**src/hw/rtl/sqofs_pkg.sv**
```systemverilog
// Shared types and constants for the oldest-first scheduling queue.
// No dependencies; used by the interfaces, the slot cell and the top level.
`timescale 1ns / 1ps
package sqofs_pkg;

  localparam int CMD_W = 2;
  localparam int ID_W  = 16;
  localparam int TAG_W = 9;
  localparam int STS_W = 2;
  localparam int OCC_W = 7;
  localparam int IW_W  = 4;

  localparam logic [CMD_W-1:0] CMD_INSERT = 2'd0;
  localparam logic [CMD_W-1:0] CMD_REMOVE = 2'd1;
  localparam logic [CMD_W-1:0] CMD_QUERY  = 2'd2;
  localparam logic [CMD_W-1:0] CMD_UNUSED = 2'd3;

  localparam logic [STS_W-1:0] STS_OK        = 2'd0;
  localparam logic [STS_W-1:0] STS_FULL      = 2'd1;
  localparam logic [STS_W-1:0] STS_NOT_FOUND = 2'd2;

  // -1 as a 9-bit tag: operand ready
  localparam logic [TAG_W-1:0] TAG_READY = 9'h1FF;

  // per-cycle commands broadcast to every slot cell
  typedef struct packed {
    logic ins;        // insert into lowest vacant slot
    logic rem;        // free lowest occupied slot matching key
    logic load;       // restart scan token at slot 0
    logic adv;        // move scan token one slot up
    logic clr_taken;  // clear per-query taken marks
  } cell_ctl_t;

  // what the slot holding the scan token shows; zero elsewhere
  typedef struct packed {
    logic                    elig;
    logic [ID_W-1:0]         id;
    logic signed [TAG_W-1:0] t1;
    logic signed [TAG_W-1:0] t2;
  } cell_rd_t;

endpackage

```
**src/hw/rtl/sqofs_in_if.sv**
```systemverilog
// Input channel of the scheduling queue: valid/ready plus command fields.
// Depends on sqofs_pkg.
`timescale 1ns / 1ps
interface sqofs_in_if;
  logic                                       valid;
  logic                                       ready;
  logic [sqofs_pkg::CMD_W-1:0]                command;
  logic [sqofs_pkg::ID_W-1:0]                 ins_id;
  logic signed [sqofs_pkg::TAG_W-1:0]         src1_tag;
  logic signed [sqofs_pkg::TAG_W-1:0]         src2_tag;

  modport source(output valid, command, ins_id, src1_tag, src2_tag, input ready);
  modport sink(input valid, command, ins_id, src1_tag, src2_tag, output ready);
endinterface

```
**src/hw/rtl/sqofs_out_if.sv**
```systemverilog
// Result channel of the scheduling queue: valid/ready plus result fields.
// Depends on sqofs_pkg.
`timescale 1ns / 1ps
interface sqofs_out_if;
  logic                                valid;
  logic                                ready;
  logic [sqofs_pkg::STS_W-1:0]         status;
  logic                                cand_valid;
  logic [sqofs_pkg::ID_W-1:0]          cand_id;
  logic signed [sqofs_pkg::TAG_W-1:0]  cand_tag1;
  logic signed [sqofs_pkg::TAG_W-1:0]  cand_tag2;
  logic                                last;
  logic [sqofs_pkg::OCC_W-1:0]         occupancy;
  logic                                is_empty;
  logic                                is_full;

  modport source(output valid, status, cand_valid, cand_id, cand_tag1, cand_tag2,
                 last, occupancy, is_empty, is_full, input ready);
  modport sink(input valid, status, cand_valid, cand_id, cand_tag1, cand_tag2,
               last, occupancy, is_empty, is_full, output ready);
endinterface

```
**src/hw/rtl/sqofs_cell.sv**
```systemverilog
// One queue slot: occupied bit, ID, two tags, taken mark and scan token.
// Depends on sqofs_pkg. Chained by sqofs top level.
`timescale 1ns / 1ps
module sqofs_cell #(
  parameter bit FIRST = 1'b0
) (
  input  logic                               clk,
  input  logic                               rst_n,
  input  sqofs_pkg::cell_ctl_t               ctl,
  input  logic                               take,
  input  logic [sqofs_pkg::ID_W-1:0]         wr_id,
  input  logic signed [sqofs_pkg::TAG_W-1:0] wr_t1,
  input  logic signed [sqofs_pkg::TAG_W-1:0] wr_t2,
  input  logic                               vac_in,
  input  logic                               hit_in,
  input  logic                               tok_in,
  output logic                               vac_out,
  output logic                               hit_out,
  output logic                               tok_out,
  output sqofs_pkg::cell_rd_t                rd
);

  logic                               occ_r, taken_r, tok_r;
  logic [sqofs_pkg::ID_W-1:0]         id_r;
  logic signed [sqofs_pkg::TAG_W-1:0] t1_r, t2_r;
  logic                               match, do_ins, do_rem, ready;

  assign match   = occ_r && (id_r == wr_id);
  assign vac_out = vac_in | ~occ_r;
  assign hit_out = hit_in | match;
  assign tok_out = tok_r;
  assign do_ins  = ctl.ins && !vac_in && !occ_r;
  assign do_rem  = ctl.rem && !hit_in && match;
  assign ready   = occ_r && (t1_r == sqofs_pkg::TAG_READY) &&
                   (t2_r == sqofs_pkg::TAG_READY);

  always_comb begin
    rd      = '0;
    rd.elig = tok_r && ready && !taken_r;
    if (tok_r) begin
      rd.id = id_r;
      rd.t1 = t1_r;
      rd.t2 = t2_r;
    end
  end

  always_ff @(posedge clk) begin
    if (!rst_n) begin
      occ_r   <= 1'b0;
      taken_r <= 1'b0;
      tok_r   <= 1'b0;
    end else begin
      if (do_ins) occ_r <= 1'b1;
      else if (do_rem) occ_r <= 1'b0;
      if (ctl.clr_taken) taken_r <= 1'b0;
      else if (take) taken_r <= 1'b1;
      if (ctl.load) tok_r <= FIRST;
      else if (ctl.adv) tok_r <= tok_in;
    end
  end

  always_ff @(posedge clk) begin
    if (do_ins) begin
      id_r <= wr_id;
      t1_r <= wr_t1;
      t2_r <= wr_t2;
    end else if (do_rem) begin
      id_r <= '0;
      t1_r <= '0;
      t2_r <= '0;
    end
  end

endmodule

```
**src/hw/rtl/scheduler_queue_oldest_first_select_top.sv**
```systemverilog
// Scheduling queue with oldest-first issue select, built as a chain of slot cells.
// Insert/remove/unused: one item per cycle while results are taken.
// Query: a pass counts ready slots (none ready: one empty result), then a slot-order scan
// emits each of them or, when more are ready than the issue width, per candidate a full
// scan finds the oldest untaken slot and an emit step follows. Results wait in one output register.
// Sync active-low reset empties the queue and sets issue_width to 1.
`timescale 1ns / 1ps
module scheduler_queue_oldest_first_select_top #(
  parameter int ENTRIES   = 16,
  parameter int MAX_ISSUE = 8
) (
  input  logic                           clk,
  input  logic                           rst_n,
  sqofs_in_if.sink                       in_ch,
  sqofs_out_if.source                    out_ch,
  input  logic                           cfg_we,
  input  logic [sqofs_pkg::IW_W-1:0]     cfg_data
);

  localparam int IXW = $clog2(ENTRIES);
  localparam int CW  = $clog2(ENTRIES + 1);
  localparam int KW  = (CW > sqofs_pkg::IW_W) ? CW : sqofs_pkg::IW_W;

  localparam logic [2:0] S_IDLE = 3'd0;
  localparam logic [2:0] S_CNT  = 3'd1;  // count ready slots
  localparam logic [2:0] S_SLOT = 3'd2;  // emit ready slots in slot order
  localparam logic [2:0] S_MIN  = 3'd3;  // scan for oldest untaken
  localparam logic [2:0] S_EMIT = 3'd4;  // emit that one

  // ---- slot chain ----
  sqofs_pkg::cell_ctl_t ctl;
  logic [ENTRIES-1:0]   take_vec;
  logic [ENTRIES:0]     vac, hit, tok;
  sqofs_pkg::cell_rd_t  rd_cell [ENTRIES];
  sqofs_pkg::cell_rd_t  rd;

  assign vac[0] = 1'b0;
  assign hit[0] = 1'b0;
  assign tok[0] = 1'b0;

  for (genvar i = 0; i < ENTRIES; i++) begin : g_cell
    sqofs_cell #(.FIRST(i == 0)) u_cell (
      .clk    (clk),
      .rst_n  (rst_n),
      .ctl    (ctl),
      .take   (take_vec[i]),
      .wr_id  (in_ch.ins_id),
      .wr_t1  (in_ch.src1_tag),
      .wr_t2  (in_ch.src2_tag),
      .vac_in (vac[i]),
      .hit_in (hit[i]),
      .tok_in (tok[i]),
      .vac_out(vac[i+1]),
      .hit_out(hit[i+1]),
      .tok_out(tok[i+1]),
      .rd     (rd_cell[i])
    );
  end

  // only the token holder drives nonzero, so OR picks it
  always_comb begin
    rd = '0;
    for (int i = 0; i < ENTRIES; i++) rd = rd | rd_cell[i];
  end

  // ---- registers ----
  logic [2:0]                          st_r, st_nxt;
  logic [IXW-1:0]                      idx_r, idx_nxt;
  logic [CW-1:0]                       cnt_r, cnt_nxt;      // occupied slots
  logic [CW-1:0]                       rcnt_r, rcnt_nxt;    // ready count in scan
  logic [CW-1:0]                       n_r, n_nxt;
  logic [CW-1:0]                       emitted_r, emitted_nxt;
  logic [sqofs_pkg::IW_W-1:0]          round_r, round_nxt;
  logic [sqofs_pkg::IW_W-1:0]          iw_r;
  logic                                best_v_r, best_v_nxt;
  logic [IXW-1:0]                      best_ix_r, best_ix_nxt;
  logic [sqofs_pkg::ID_W-1:0]          best_id_r, best_id_nxt;
  logic signed [sqofs_pkg::TAG_W-1:0]  best_t1_r, best_t1_nxt, best_t2_r, best_t2_nxt;

  logic                                out_v_r;
  logic [sqofs_pkg::STS_W-1:0]         o_sts_r, o_sts_nxt;
  logic                                o_cv_r, o_cv_nxt, o_last_r, o_last_nxt;
  logic [sqofs_pkg::ID_W-1:0]          o_id_r, o_id_nxt;
  logic signed [sqofs_pkg::TAG_W-1:0]  o_t1_r, o_t1_nxt, o_t2_r, o_t2_nxt;

  logic                                ofree, emit, in_acc, last_slot;
  logic [sqofs_pkg::IW_W-1:0]          weff;
  logic [CW-1:0]                       n_now;

  assign ofree     = !out_v_r || out_ch.ready;
  assign in_ch.ready = (st_r == S_IDLE) && ofree;
  assign in_acc    = in_ch.valid && in_ch.ready;
  assign last_slot = (idx_r == IXW'(ENTRIES - 1));
  assign n_now     = rcnt_r + CW'(rd.elig);

  // zero acts as 1, above MAX_ISSUE clamps
  always_comb begin
    if (iw_r == '0) weff = sqofs_pkg::IW_W'(1);
    else if (iw_r > sqofs_pkg::IW_W'(MAX_ISSUE)) weff = sqofs_pkg::IW_W'(MAX_ISSUE);
    else weff = iw_r;
  end

  always_comb begin
    st_nxt      = st_r;
    idx_nxt     = idx_r;
    cnt_nxt     = cnt_r;
    rcnt_nxt    = rcnt_r;
    n_nxt       = n_r;
    emitted_nxt = emitted_r;
    round_nxt   = round_r;
    best_v_nxt  = best_v_r;
    best_ix_nxt = best_ix_r;
    best_id_nxt = best_id_r;
    best_t1_nxt = best_t1_r;
    best_t2_nxt = best_t2_r;
    ctl         = '0;
    take_vec    = '0;
    emit        = 1'b0;
    o_sts_nxt   = sqofs_pkg::STS_OK;
    o_cv_nxt    = 1'b0;
    o_id_nxt    = '0;
    o_t1_nxt    = '0;
    o_t2_nxt    = '0;
    o_last_nxt  = 1'b1;

    unique case (st_r)
      S_IDLE: begin
        if (in_acc) begin
          unique case (in_ch.command)
            sqofs_pkg::CMD_INSERT: begin
              ctl.ins = 1'b1;
              emit    = 1'b1;
              if (vac[ENTRIES]) cnt_nxt = cnt_r + CW'(1);
              else o_sts_nxt = sqofs_pkg::STS_FULL;
            end
            sqofs_pkg::CMD_REMOVE: begin
              ctl.rem = 1'b1;
              emit    = 1'b1;
              if (hit[ENTRIES]) cnt_nxt = cnt_r - CW'(1);
              else o_sts_nxt = sqofs_pkg::STS_NOT_FOUND;
            end
            sqofs_pkg::CMD_QUERY: begin
              ctl.load      = 1'b1;
              ctl.clr_taken = 1'b1;
              idx_nxt       = '0;
              rcnt_nxt      = '0;
              st_nxt        = S_CNT;
            end
            default: emit = 1'b1;  // unused command: plain ok result
          endcase
        end
      end
      S_CNT: begin
        if (!last_slot) begin
          rcnt_nxt = n_now;
          ctl.adv  = 1'b1;
          idx_nxt  = idx_r + IXW'(1);
        end else if (n_now == '0) begin
          if (ofree) begin
            emit   = 1'b1;
            st_nxt = S_IDLE;
          end
        end else begin
          n_nxt    = n_now;
          ctl.load = 1'b1;
          idx_nxt  = '0;
          if (KW'(n_now) <= KW'(weff)) begin
            emitted_nxt = '0;
            st_nxt      = S_SLOT;
          end else begin
            best_v_nxt = 1'b0;
            round_nxt  = '0;
            st_nxt     = S_MIN;
          end
        end
      end
      S_SLOT: begin
        if (!rd.elig || ofree) begin
          if (rd.elig) begin
            emit        = 1'b1;
            o_cv_nxt    = 1'b1;
            o_id_nxt    = rd.id;
            o_t1_nxt    = rd.t1;
            o_t2_nxt    = rd.t2;
            o_last_nxt  = (emitted_r + CW'(1)) == n_r;
            emitted_nxt = emitted_r + CW'(1);
            if (o_last_nxt) st_nxt = S_IDLE;
          end
          ctl.adv = 1'b1;
          idx_nxt = idx_r + IXW'(1);
        end
      end
      S_MIN: begin
        // strict less keeps the lower slot on equal IDs
        if (rd.elig && (!best_v_r || rd.id < best_id_r)) begin
          best_v_nxt  = 1'b1;
          best_ix_nxt = idx_r;
          best_id_nxt = rd.id;
          best_t1_nxt = rd.t1;
          best_t2_nxt = rd.t2;
        end
        ctl.adv = 1'b1;
        if (last_slot) st_nxt = S_EMIT;
        else idx_nxt = idx_r + IXW'(1);
      end
      S_EMIT: begin
        if (ofree) begin
          emit       = 1'b1;
          o_cv_nxt   = 1'b1;
          o_id_nxt   = best_id_r;
          o_t1_nxt   = best_t1_r;
          o_t2_nxt   = best_t2_r;
          o_last_nxt = (round_r + sqofs_pkg::IW_W'(1)) == weff;
          take_vec   = ENTRIES'(1) << best_ix_r;
          if (o_last_nxt) begin
            st_nxt = S_IDLE;
          end else begin
            ctl.load   = 1'b1;
            idx_nxt    = '0;
            best_v_nxt = 1'b0;
            round_nxt  = round_r + sqofs_pkg::IW_W'(1);
            st_nxt     = S_MIN;
          end
        end
      end
      default: st_nxt = S_IDLE;
    endcase
  end

  always_ff @(posedge clk) begin
    if (!rst_n) begin
      st_r    <= S_IDLE;
      cnt_r   <= '0;
      iw_r    <= sqofs_pkg::IW_W'(1);
      out_v_r <= 1'b0;
    end else begin
      st_r  <= st_nxt;
      cnt_r <= cnt_nxt;
      if (cfg_we) iw_r <= cfg_data;
      if (emit) out_v_r <= 1'b1;
      else if (out_ch.ready) out_v_r <= 1'b0;
    end
  end

  always_ff @(posedge clk) begin
    idx_r     <= idx_nxt;
    rcnt_r    <= rcnt_nxt;
    n_r       <= n_nxt;
    emitted_r <= emitted_nxt;
    round_r   <= round_nxt;
    best_v_r  <= best_v_nxt;
    best_ix_r <= best_ix_nxt;
    best_id_r <= best_id_nxt;
    best_t1_r <= best_t1_nxt;
    best_t2_r <= best_t2_nxt;
    if (emit) begin
      o_sts_r  <= o_sts_nxt;
      o_cv_r   <= o_cv_nxt;
      o_id_r   <= o_id_nxt;
      o_t1_r   <= o_t1_nxt;
      o_t2_r   <= o_t2_nxt;
      o_last_r <= o_last_nxt;
    end
  end

  // occupancy only changes on insert/remove, whose result is loaded the same edge
  assign out_ch.valid      = out_v_r;
  assign out_ch.status     = o_sts_r;
  assign out_ch.cand_valid = o_cv_r;
  assign out_ch.cand_id    = o_id_r;
  assign out_ch.cand_tag1  = o_t1_r;
  assign out_ch.cand_tag2  = o_t2_r;
  assign out_ch.last       = o_last_r;
  assign out_ch.occupancy  = sqofs_pkg::OCC_W'(cnt_r);
  assign out_ch.is_empty   = (cnt_r == '0);
  assign out_ch.is_full    = (cnt_r == CW'(ENTRIES));

endmodule

```
**src/flat_wrapper.sv**
```systemverilog
// flat-port wrapper written by rule: the top's interface ports become plain ports
module scheduler_queue_oldest_first_select_top_flat 
#(
  parameter int ENTRIES   = 16,
  parameter int MAX_ISSUE = 8
)
  (clk, rst_n, cfg_we, cfg_data, in_ch_valid, in_ch_command, in_ch_ins_id, in_ch_src1_tag, in_ch_src2_tag, in_ch_ready, out_ch_valid, out_ch_status, out_ch_cand_valid, out_ch_cand_id, out_ch_cand_tag1, out_ch_cand_tag2, out_ch_last, out_ch_occupancy, out_ch_is_empty, out_ch_is_full, out_ch_ready);
  sqofs_in_if in_ch_i ();
  sqofs_out_if out_ch_i ();
  input  logic clk;
  input  logic rst_n;
  input  logic cfg_we;
  input  logic [sqofs_pkg::IW_W-1:0] cfg_data;
  input wire logic [$bits(in_ch_i.valid)-1:0] in_ch_valid;
  input wire logic [$bits(in_ch_i.command)-1:0] in_ch_command;
  input wire logic [$bits(in_ch_i.ins_id)-1:0] in_ch_ins_id;
  input wire logic [$bits(in_ch_i.src1_tag)-1:0] in_ch_src1_tag;
  input wire logic [$bits(in_ch_i.src2_tag)-1:0] in_ch_src2_tag;
  output wire logic [$bits(in_ch_i.ready)-1:0] in_ch_ready;
  output wire logic [$bits(out_ch_i.valid)-1:0] out_ch_valid;
  output wire logic [$bits(out_ch_i.status)-1:0] out_ch_status;
  output wire logic [$bits(out_ch_i.cand_valid)-1:0] out_ch_cand_valid;
  output wire logic [$bits(out_ch_i.cand_id)-1:0] out_ch_cand_id;
  output wire logic [$bits(out_ch_i.cand_tag1)-1:0] out_ch_cand_tag1;
  output wire logic [$bits(out_ch_i.cand_tag2)-1:0] out_ch_cand_tag2;
  output wire logic [$bits(out_ch_i.last)-1:0] out_ch_last;
  output wire logic [$bits(out_ch_i.occupancy)-1:0] out_ch_occupancy;
  output wire logic [$bits(out_ch_i.is_empty)-1:0] out_ch_is_empty;
  output wire logic [$bits(out_ch_i.is_full)-1:0] out_ch_is_full;
  input wire logic [$bits(out_ch_i.ready)-1:0] out_ch_ready;
  assign in_ch_i.valid = in_ch_valid;
  assign in_ch_i.command = in_ch_command;
  assign in_ch_i.ins_id = in_ch_ins_id;
  assign in_ch_i.src1_tag = in_ch_src1_tag;
  assign in_ch_i.src2_tag = in_ch_src2_tag;
  assign in_ch_ready = in_ch_i.ready;
  assign out_ch_valid = out_ch_i.valid;
  assign out_ch_status = out_ch_i.status;
  assign out_ch_cand_valid = out_ch_i.cand_valid;
  assign out_ch_cand_id = out_ch_i.cand_id;
  assign out_ch_cand_tag1 = out_ch_i.cand_tag1;
  assign out_ch_cand_tag2 = out_ch_i.cand_tag2;
  assign out_ch_last = out_ch_i.last;
  assign out_ch_occupancy = out_ch_i.occupancy;
  assign out_ch_is_empty = out_ch_i.is_empty;
  assign out_ch_is_full = out_ch_i.is_full;
  assign out_ch_i.ready = out_ch_ready;
  scheduler_queue_oldest_first_select_top #(.ENTRIES(ENTRIES), .MAX_ISSUE(MAX_ISSUE)) u_core (.clk(clk), .rst_n(rst_n), .in_ch(in_ch_i), .out_ch(out_ch_i), .cfg_we(cfg_we), .cfg_data(cfg_data));
endmodule
```
**config.mk**
```make
export PLATFORM = sky130hd
export DESIGN_NAME = scheduler_queue_oldest_first_select_top_flat
export DESIGN_NICKNAME = d
export VERILOG_FILES = /design/src/hw/rtl/sqofs_pkg.sv /design/src/hw/rtl/sqofs_in_if.sv /design/src/hw/rtl/sqofs_out_if.sv /design/src/hw/rtl/sqofs_cell.sv /design/src/hw/rtl/scheduler_queue_oldest_first_select_top.sv /design/src/flat_wrapper.sv
export SDC_FILE = /design/constraint.sdc
export NUM_CORES = 2
export LEC_CHECK = 0
export ABC_AREA = 1
export BUFFER_PORTS_ARGS = -buffer_cell sky130_fd_sc_hd__buf_2
export CAP_MARGIN = 20
export CORE_MARGIN = 1.5
export CORE_UTILIZATION = 57
export DETAILED_ROUTE_END_ITERATION = 7
export PLACE_DENSITY_LB_ADDON = 0.15
export SLEW_MARGIN = 10
export SYNTH_ARGS = -nofsm -noshare
export SYNTH_HDL_FRONTEND = slang
export SYNTH_HIERARCHICAL = 1
export SYNTH_SLANG_ARGS = --single-unit
export TNS_END_PERCENT = 50
```
**constraint.sdc**
```tcl
create_clock -name clk -period 16.2 [get_ports clk]
set_input_delay 2.43 -clock clk [delete_from_list [all_inputs] [get_ports clk]]
set_output_delay 2.43 -clock clk [all_outputs]
set_load 0.03 [all_outputs]
```
# After elaboration in Yosys (flattened, before gate mapping)
# Cells that the tools add are included.
# op_classes
addsub,6
order_cmp,3
eq_ne,77
n_shift,1
muxes,227
bitwise_logic,63
reduce_logical,253
# op_table
cell,count
$mux W16,37
$mux W34,16
$or A35 B35 Y35,15
$mux W9,54
$eq A9 B9 Y1 const B,32
$eq A16 B16 Y1,16
$logic_and A1 B1 Y1,145
$mux W1,65
$logic_not A1 Y1,64
$mux W4,15
$mux W5,10
$reduce_bool A2 Y1,22
$pmux W9 S2,2
$mux W3,11
$pmux W16 S2,1
$or A1 B1 Y1,30
$pmux W5 S2,3
$pmux W4 S5,1
$ne A2 B1 Y1 const B,9
$not A1 Y1,18
$lt A16 B16 Y1,1
$ne A2 B2 Y1 const B,8
$shl A1 B4 Y16 const A,1
$pmux W3 S5,1
other kinds (39),53
# totals
register_bits,705
word_cells,746

# Logic depth before layout (Yosys ltp)
# logic_depth
depth_word,26
depth_mapped,38
depth_no_buf,38

# By module
# The synthesis kept the hierarchy.
# modules_own_cells
mod,n_inst,cells_per_inst,area_each_um2,seq_area_each_um2
sqofs_cell at u_core.g_cell[10].u_cell ...,15,260,2008.2,1081.0
scheduler_queue_oldest_first_select_top,1,731,6806.5,3263.1
sqofs_cell at u_core.g_cell[0].u_cell,1,262,2010.7,1081.0

# Worst setup path after synthesis
# OpenSTA, ideal clock, no wires.
# synth_path
path_type,in2reg
from,input in_ch_ins_id[0]
to,"register u_core/g_cell[15].u_cell/id_r[0] (netlist bit), enable pin"
setup_time_ns,0.392
arrival_ns,6.546
required_ns,15.808
setup_slack_ns,9.262
cell_stages,24
n_path_buf,0
path_cell_list,inv_1 nand2_1 nand2_1 nor2_1 nand2_1 nor2_2 a31o_1 a31o_1 a31o_1 a31o_1 a31o_1 a31o_1 a31o_1 a31o_1 a31o_1 a31o_1 a31o_1 a31o_1 a31o_1 a31o_1 a31o_1 nor2_1 nand4_2 nand2_1
# synth_via
elab_chain_cells,20
word_cells_on_any_way,50
# synth_lines
item,line_no,rtl
"start, declared",flat_wrapper.sv:16,input wire logic [$bits(in_ch_i.ins_id)-1:0] in_ch_ins_id;
$eq A16 B16 Y1,sqofs_cell.sv:28,assign match = occ_r && (id_r == wr_id);
$logic_and A1 B1 Y1,sqofs_cell.sv:28,
net u_core.hit[1],scheduler_queue_oldest_first_select_top.sv:33,"logic [ENTRIES:0] vac, hit, tok;"
$or A1 B1 Y1,sqofs_cell.sv:30,assign hit_out = hit_in | match;
net u_core.hit[2],scheduler_queue_oldest_first_select_top.sv:33,
$or A1 B1 Y1,sqofs_cell.sv:30,
net u_core.hit[3],scheduler_queue_oldest_first_select_top.sv:33,
$or A1 B1 Y1,sqofs_cell.sv:30,
net u_core.hit[4],scheduler_queue_oldest_first_select_top.sv:33,
(+1 left out),n/a,
net u_core.hit[5],scheduler_queue_oldest_first_select_top.sv:33,
(+1 left out),n/a,
net u_core.hit[6],scheduler_queue_oldest_first_select_top.sv:33,
(+1 left out),n/a,
net u_core.hit[7],scheduler_queue_oldest_first_select_top.sv:33,
(+1 left out),n/a,
net u_core.hit[8],scheduler_queue_oldest_first_select_top.sv:33,
(+1 left out),n/a,
net u_core.hit[9],scheduler_queue_oldest_first_select_top.sv:33,
(+1 left out),n/a,
net u_core.hit[10],scheduler_queue_oldest_first_select_top.sv:33,
(+1 left out),n/a,
net u_core.hit[11],scheduler_queue_oldest_first_select_top.sv:33,
(+1 left out),n/a,
net u_core.hit[12],scheduler_queue_oldest_first_select_top.sv:33,
(+1 left out),n/a,
net u_core.hit[13],scheduler_queue_oldest_first_select_top.sv:33,
$or A1 B1 Y1,sqofs_cell.sv:30,
net u_core.hit[14],scheduler_queue_oldest_first_select_top.sv:33,
$or A1 B1 Y1,sqofs_cell.sv:30,
net u_core.hit[15],scheduler_queue_oldest_first_select_top.sv:33,
$logic_not A1 Y1,sqofs_cell.sv:33,assign do_rem = ctl.rem && !hit_in && match;
$logic_and A1 B1 Y1 (2 in a row),sqofs_cell.sv:33,
$reduce_bool A2 Y1 (no source line),n/a,
"end signal, assigned",sqofs_cell.sv:64,id_r <= wr_id;
"end, declared",sqofs_cell.sv:24,logic [sqofs_pkg::ID_W-1:0] id_r;
# The timed path passes the listed nets, and every way through them passes these cells.
# A chain may end at the register's enable or synchronous reset.

# Worst setup path in the final report
# layout_path
from,input in_ch_ins_id[7]
to,"register u_core/g_cell[15].u_cell/t1_r[0] (netlist bit), enable pin"
# layout_via
elab_chain_cells,20
word_cells_on_any_way,50
# layout_lines
item,line_no,rtl
$eq A16 B16 Y1,sqofs_cell.sv:28,
$logic_and A1 B1 Y1,sqofs_cell.sv:28,
net u_core.hit[1],scheduler_queue_oldest_first_select_top.sv:33,
$or A1 B1 Y1,sqofs_cell.sv:30,
net u_core.hit[2],scheduler_queue_oldest_first_select_top.sv:33,
$or A1 B1 Y1,sqofs_cell.sv:30,
net u_core.hit[3],scheduler_queue_oldest_first_select_top.sv:33,
$or A1 B1 Y1,sqofs_cell.sv:30,
net u_core.hit[4],scheduler_queue_oldest_first_select_top.sv:33,
(+1 left out),n/a,
net u_core.hit[5],scheduler_queue_oldest_first_select_top.sv:33,
(+1 left out),n/a,
net u_core.hit[6],scheduler_queue_oldest_first_select_top.sv:33,
(+1 left out),n/a,
net u_core.hit[7],scheduler_queue_oldest_first_select_top.sv:33,
(+1 left out),n/a,
net u_core.hit[8],scheduler_queue_oldest_first_select_top.sv:33,
(+1 left out),n/a,
net u_core.hit[9],scheduler_queue_oldest_first_select_top.sv:33,
(+1 left out),n/a,
net u_core.hit[10],scheduler_queue_oldest_first_select_top.sv:33,
(+1 left out),n/a,
net u_core.hit[11],scheduler_queue_oldest_first_select_top.sv:33,
(+1 left out),n/a,
net u_core.hit[12],scheduler_queue_oldest_first_select_top.sv:33,
(+1 left out),n/a,
net u_core.hit[13],scheduler_queue_oldest_first_select_top.sv:33,
$or A1 B1 Y1,sqofs_cell.sv:30,
net u_core.hit[14],scheduler_queue_oldest_first_select_top.sv:33,
$or A1 B1 Y1,sqofs_cell.sv:30,
net u_core.hit[15],scheduler_queue_oldest_first_select_top.sv:33,
$logic_not A1 Y1,sqofs_cell.sv:33,
$logic_and A1 B1 Y1 (2 in a row),sqofs_cell.sv:33,
$reduce_bool A2 Y1 (no source line),n/a,
"end signal, assigned",sqofs_cell.sv:65,t1_r <= wr_t1;
"end, declared",sqofs_cell.sv:25,"logic signed [sqofs_pkg::TAG_W-1:0] t1_r, t2_r;"
# The timed path passes the listed nets, and every way through them passes these cells.

==> impl_results.md <==
* Status: finished, final reports clean
* Fin Clk Skew at 0.0267 ns
* Startpoint types: input pin
* I/O Pins at 94
* Area contributors post-synth: edfxtp_1 50%, inv_1 12%, nand2_1 11%, nor2_1 7.6%, dfxtp_1 3.1%
* Worst setup EP type: flip-flop
* Max Fclk at 131 MHz
* Worst-path fanout max at 20
* Switching pwr at 1.07 mW
* Seq pwr share at 47.8%
* Max clock buf depth at 3
* Die Area at 69,900 µm²
* Fillers at 5,782
* HPWL after detailed placement at 79.5 mm
* Initial Util at 57.8%
* Post-synth EDFFs at 644
* Synthesized cell area at 38,900 µm²
* # hold bufs at CTS at 0
* Pint at 3.17 mW
* Drt first-iter violations at 4,056
* Ys async rst share at 0%
* RSZ-0062 raised after global routing: false
* DP Area at 40,200 µm²
* CTS buffer count at 77
* Total number of vias at 31,800
* Number of global-route vias before repair at 29,300
* Die width at 264 µm
* Drt first pass iters at 7
* Hold crit path type: flip-flop to flip-flop
* Vias/cell at 5.38
* Total Neg Setup Slack at 0 ns
* Post-route ant nets at 0
* Hold Fails Final Rpt at 0
* Max incr delay on CP at 0.58 ns
* Final number of max-transition violations at 0
* Crit path required time at 16.49 ns
* Initial antenna violation count at 0
* Row Count at 95
* Area Growth Syn to Fin at 9.76%
* Worst-Margin Slew at 1.23 ns
* Antenna diodes at 0
* Worst Hold Slack at 0.461 ns
* WP data arrival at 7.95 ns
* CTS tree: built
* Worst setup path class: input pin to flip-flop
* Port Buf Inserts at 91
* Logic pwr share at 10.3%
* Yosys warnings at 6
* Most common flop cell mapped by yosys: edfxtp_1
* Share of cells above drive strength 1 at 7.82%
* Period minus WS final at 7.66 ns
* Reg clk slew, reported paths at 0.06 ns
* Inst Count DP at 5,775
* Final setup viols at 0
* Routability cong. at 0.978
* Clock Power Share at 41.9%
* Largest area contributor in the netlist: edfxtp_1
* Global Route Usage Sum at 32.4%
* Placement Setup Slack at 8.05 ns
* DR WL/cell at 19.3 µm
* Pleak at 23.2 nW
* CP max-delay cell: nand2_1
* Final Worst Setup Slack at 8.54 ns
* Setup Buffers After CTS at 0
* Final instance area at 42,700 µm²
* Clk root buf: clkbuf_16
* #FFs+latches synth at 705
* Slew margin rel. at 17.4%
* Latest clock arrival within the worst-skew pair at 0.63 ns
* Gr ovfl total at 0
* Final wirelength at 114 mm
* Worst VDD drop at 0.0798 mV
* Area share of the largest cell type after synthesis at 49.7%
* Final Non-Filler Cells at 5,914
* Syn Area/Cell at 7.96 µm²
* Most Frequent Cell on Critical Path: a31o_1
* CTS HTree Levels at 3
* PostCTS Resize Cnt at 0
* Net switching share of the total power at 25.2%
* Post-Synthesis Cells at 4,893
* Core footprint at 67,400 µm²
* Count of max-cap constraint violations at 0
* Largest net degree at the start of global routing at 39
* Post-route clock period utilization at 47.3%
* Post-synth cell types at 47
* Seq/Total Area, Yosys at 52.8%
* First-pass GRT wire length at 171 mm
* Clk sinks at 705
* Die height at 264 µm
* DRC viols at 0
* P per Cell Area at 99.3 nW/µm²
* NumNets Final at 5,054
==> power groups by stage <==
stage          Sequential (mW)  Clock, mW  Combinational (mW)
3_5_place_dp              2.06          0               0.425
3_3_place_gp              2.06          0               0.418
6_report                  2.03       1.78               0.437
5_1_grt                   2.03       1.86               0.474
4_1_cts                   2.03       1.80               0.429
2_1_floorplan             2.09          0               0.237
==> layout make-up <==
| cell class | count | area [µm²] | area share [%] |
|---|---|---|---|
| Clock inverter | 34 | 364 | 0.852 |
| Clock buffer | 105 | 2170 | 5.07 |
| Timing Repair Buffer | 136 | 793 | 1.86 |
| Sequential cell | 705 | 20600 | 48.1 |
| Multi-Input combinational cell | 2709 | 12700 | 29.7 |
| Inverter | 1352 | 5080 | 11.9 |
| Tap cell | 873 | 1090 | 2.56 |
==> worst max-delay path, delay by kind of cell <==
kind | cells | cell delay (ns)
and+or+nand+nor | 6 | 1.01
buffers and inverters | 3 | 1.08
AOI/OAI and AO/OA | 16 | 3.39
==> state kept, by name (all words and copies together) (netlist names), 2 cells and up <==
signal                        flops
u_core/best_id_r                 16
u_core/best_ix_r                  4
u_core/best_t1_r                  9
u_core/best_t2_r                  9
u_core/cnt_r                      5
u_core/emitted_r                  5
u_core/g_cell.u_cell/id_r       256
u_core/g_cell.u_cell/occ_r       16
u_core/g_cell.u_cell/t1_r       144
u_core/g_cell.u_cell/t2_r       144
u_core/g_cell.u_cell/taken_r     16
u_core/g_cell.u_cell/tok_out     16
u_core/idx_r                      4
u_core/iw_r                       4
u_core/n_r                        5
u_core/out_ch.cand_id            16
u_core/out_ch.cand_tag1           9
u_core/out_ch.cand_tag2           9
u_core/out_ch.status              2
u_core/rcnt_r                     5
u_core/round_r                    4
u_core/st_r                       3
==> final timing paths <==
| check | from | endpoint | cells after the start | slack (ns) |
|---|---|---|---|---|
| setup / recovery | in_ch_ins_id[7] | u_core/g_cell[15].u_cell/t1_r[0]$_SDFFCE_PN0P_ | 25 | 8.54 |
| setup reg to reg | u_core/g_cell[0].u_cell/id_r[13]$_SDFFCE_PN0P_ | u_core/g_cell[15].u_cell/t1_r[0]$_SDFFCE_PN0P_ | 24 | 10.52 |
| hold / removal | u_core/iw_r[0]$_SDFFE_PN1P_ | u_core/iw_r[0]$_SDFFE_PN1P_ | 2 | 0.46 |
| hold reg to reg | u_core/iw_r[0]$_SDFFE_PN1P_ | u_core/iw_r[0]$_SDFFE_PN1P_ | 2 | 0.46 |
==> layer usage <==
metal  vias up  GRT usage, %  part of all wire (%)
met5         -             0                     0
met4         0          8.93                   2.8
met3       208          6.85                    11
met2      1559          50.2                    44
met1     15000          46.3                    42
li1      15100             -                     -
==> metrics by stage <==
stage / power (mW) / utilization, %
2_1_floorplan: 2.33 / -
3_5_place_dp: 2.49 / 59.7
4_1_cts: 4.26 / 63.4
5_1_grt: 4.37 / 63.4
3_3_place_gp: 2.48 / 59.7
6_report: 4.24 / 63.4
==> placed cells by master, fill, tap and decap left out, types with 17 or more instances in the layout <==
master / synthesis / layout
edfxtp_1: 644 / 644
nor2_1: 792 / 791
dfxtp_1: 61 / 61
nor3_1: 51 / 51
xnor2_1: 85 / 85
o21ai_0: 23 / 23
nor4_1: 149 / 149
o21ai_1: 18 / 18
buf_2: 102 / 91
nand4_1: 103 / 103
buf_4: 3 / 45
a21oi_1: 44 / 44
inv_2: 54 / 54
nand3_2: 17 / 17
inv_1: 1296 / 1296
clkbuf_1: 25 / 18
nand4_2: 17 / 17
clkbuf_16: 0 / 80
nand3_1: 69 / 69
nor2_2: 40 / 41
nand2_1: 1142 / 1142
ha_1: 27 / 27
==> cells in the mapped netlist (2+ instances only) <==
cell type  count
mux2i_1       15
buf_2        102
nand2_4        2
nand3_1       69
xor2_1        13
nand3b_1      16
inv_1       1296
nor3_1        51
nor2_2        40
xnor2_1       85
o32ai_1       14
or2_2          5
nor2_1       792
nand4_1      103
or2_1          3
ha_1          27
nor4_1       149
o21ai_1       18
clkbuf_1      25
a31o_1        16
edfxtp_1     644
a22o_1        10
buf_4          3
nand2_1     1142
inv_2         54
a21oi_1       44
nand3_2       17
a21oi_2        2
nor2_4         3
o21ai_0       23
a211oi_1       3
nand4_2       17
and3_1        16
dfxtp_1       61
==> cells by family (layout without fill, tap and decap cells) <==
| kind of cell | Yosys count | after routing | synth area share, % |
|---|---|---|---|
| AND/OR/NAND/NOR | 2429 | 2429 | 26.8 |
| buffers and inverters | 1484 | 1627 | 14.7 |
| flip-flops | 705 | 705 | 52.8 |
| AO/OA/AOI/OAI | 133 | 133 | 2.17 |
| XOR/XNOR | 98 | 98 | 2.20 |
| adder cells (fa/ha/maj) | 28 | 28 | 0.919 |
| multiplexers | 15 | 15 | 0.386 |
| other | 1 | 6 | 0.00963 |
Note: power is estimated with default switching activity, not from simulation.
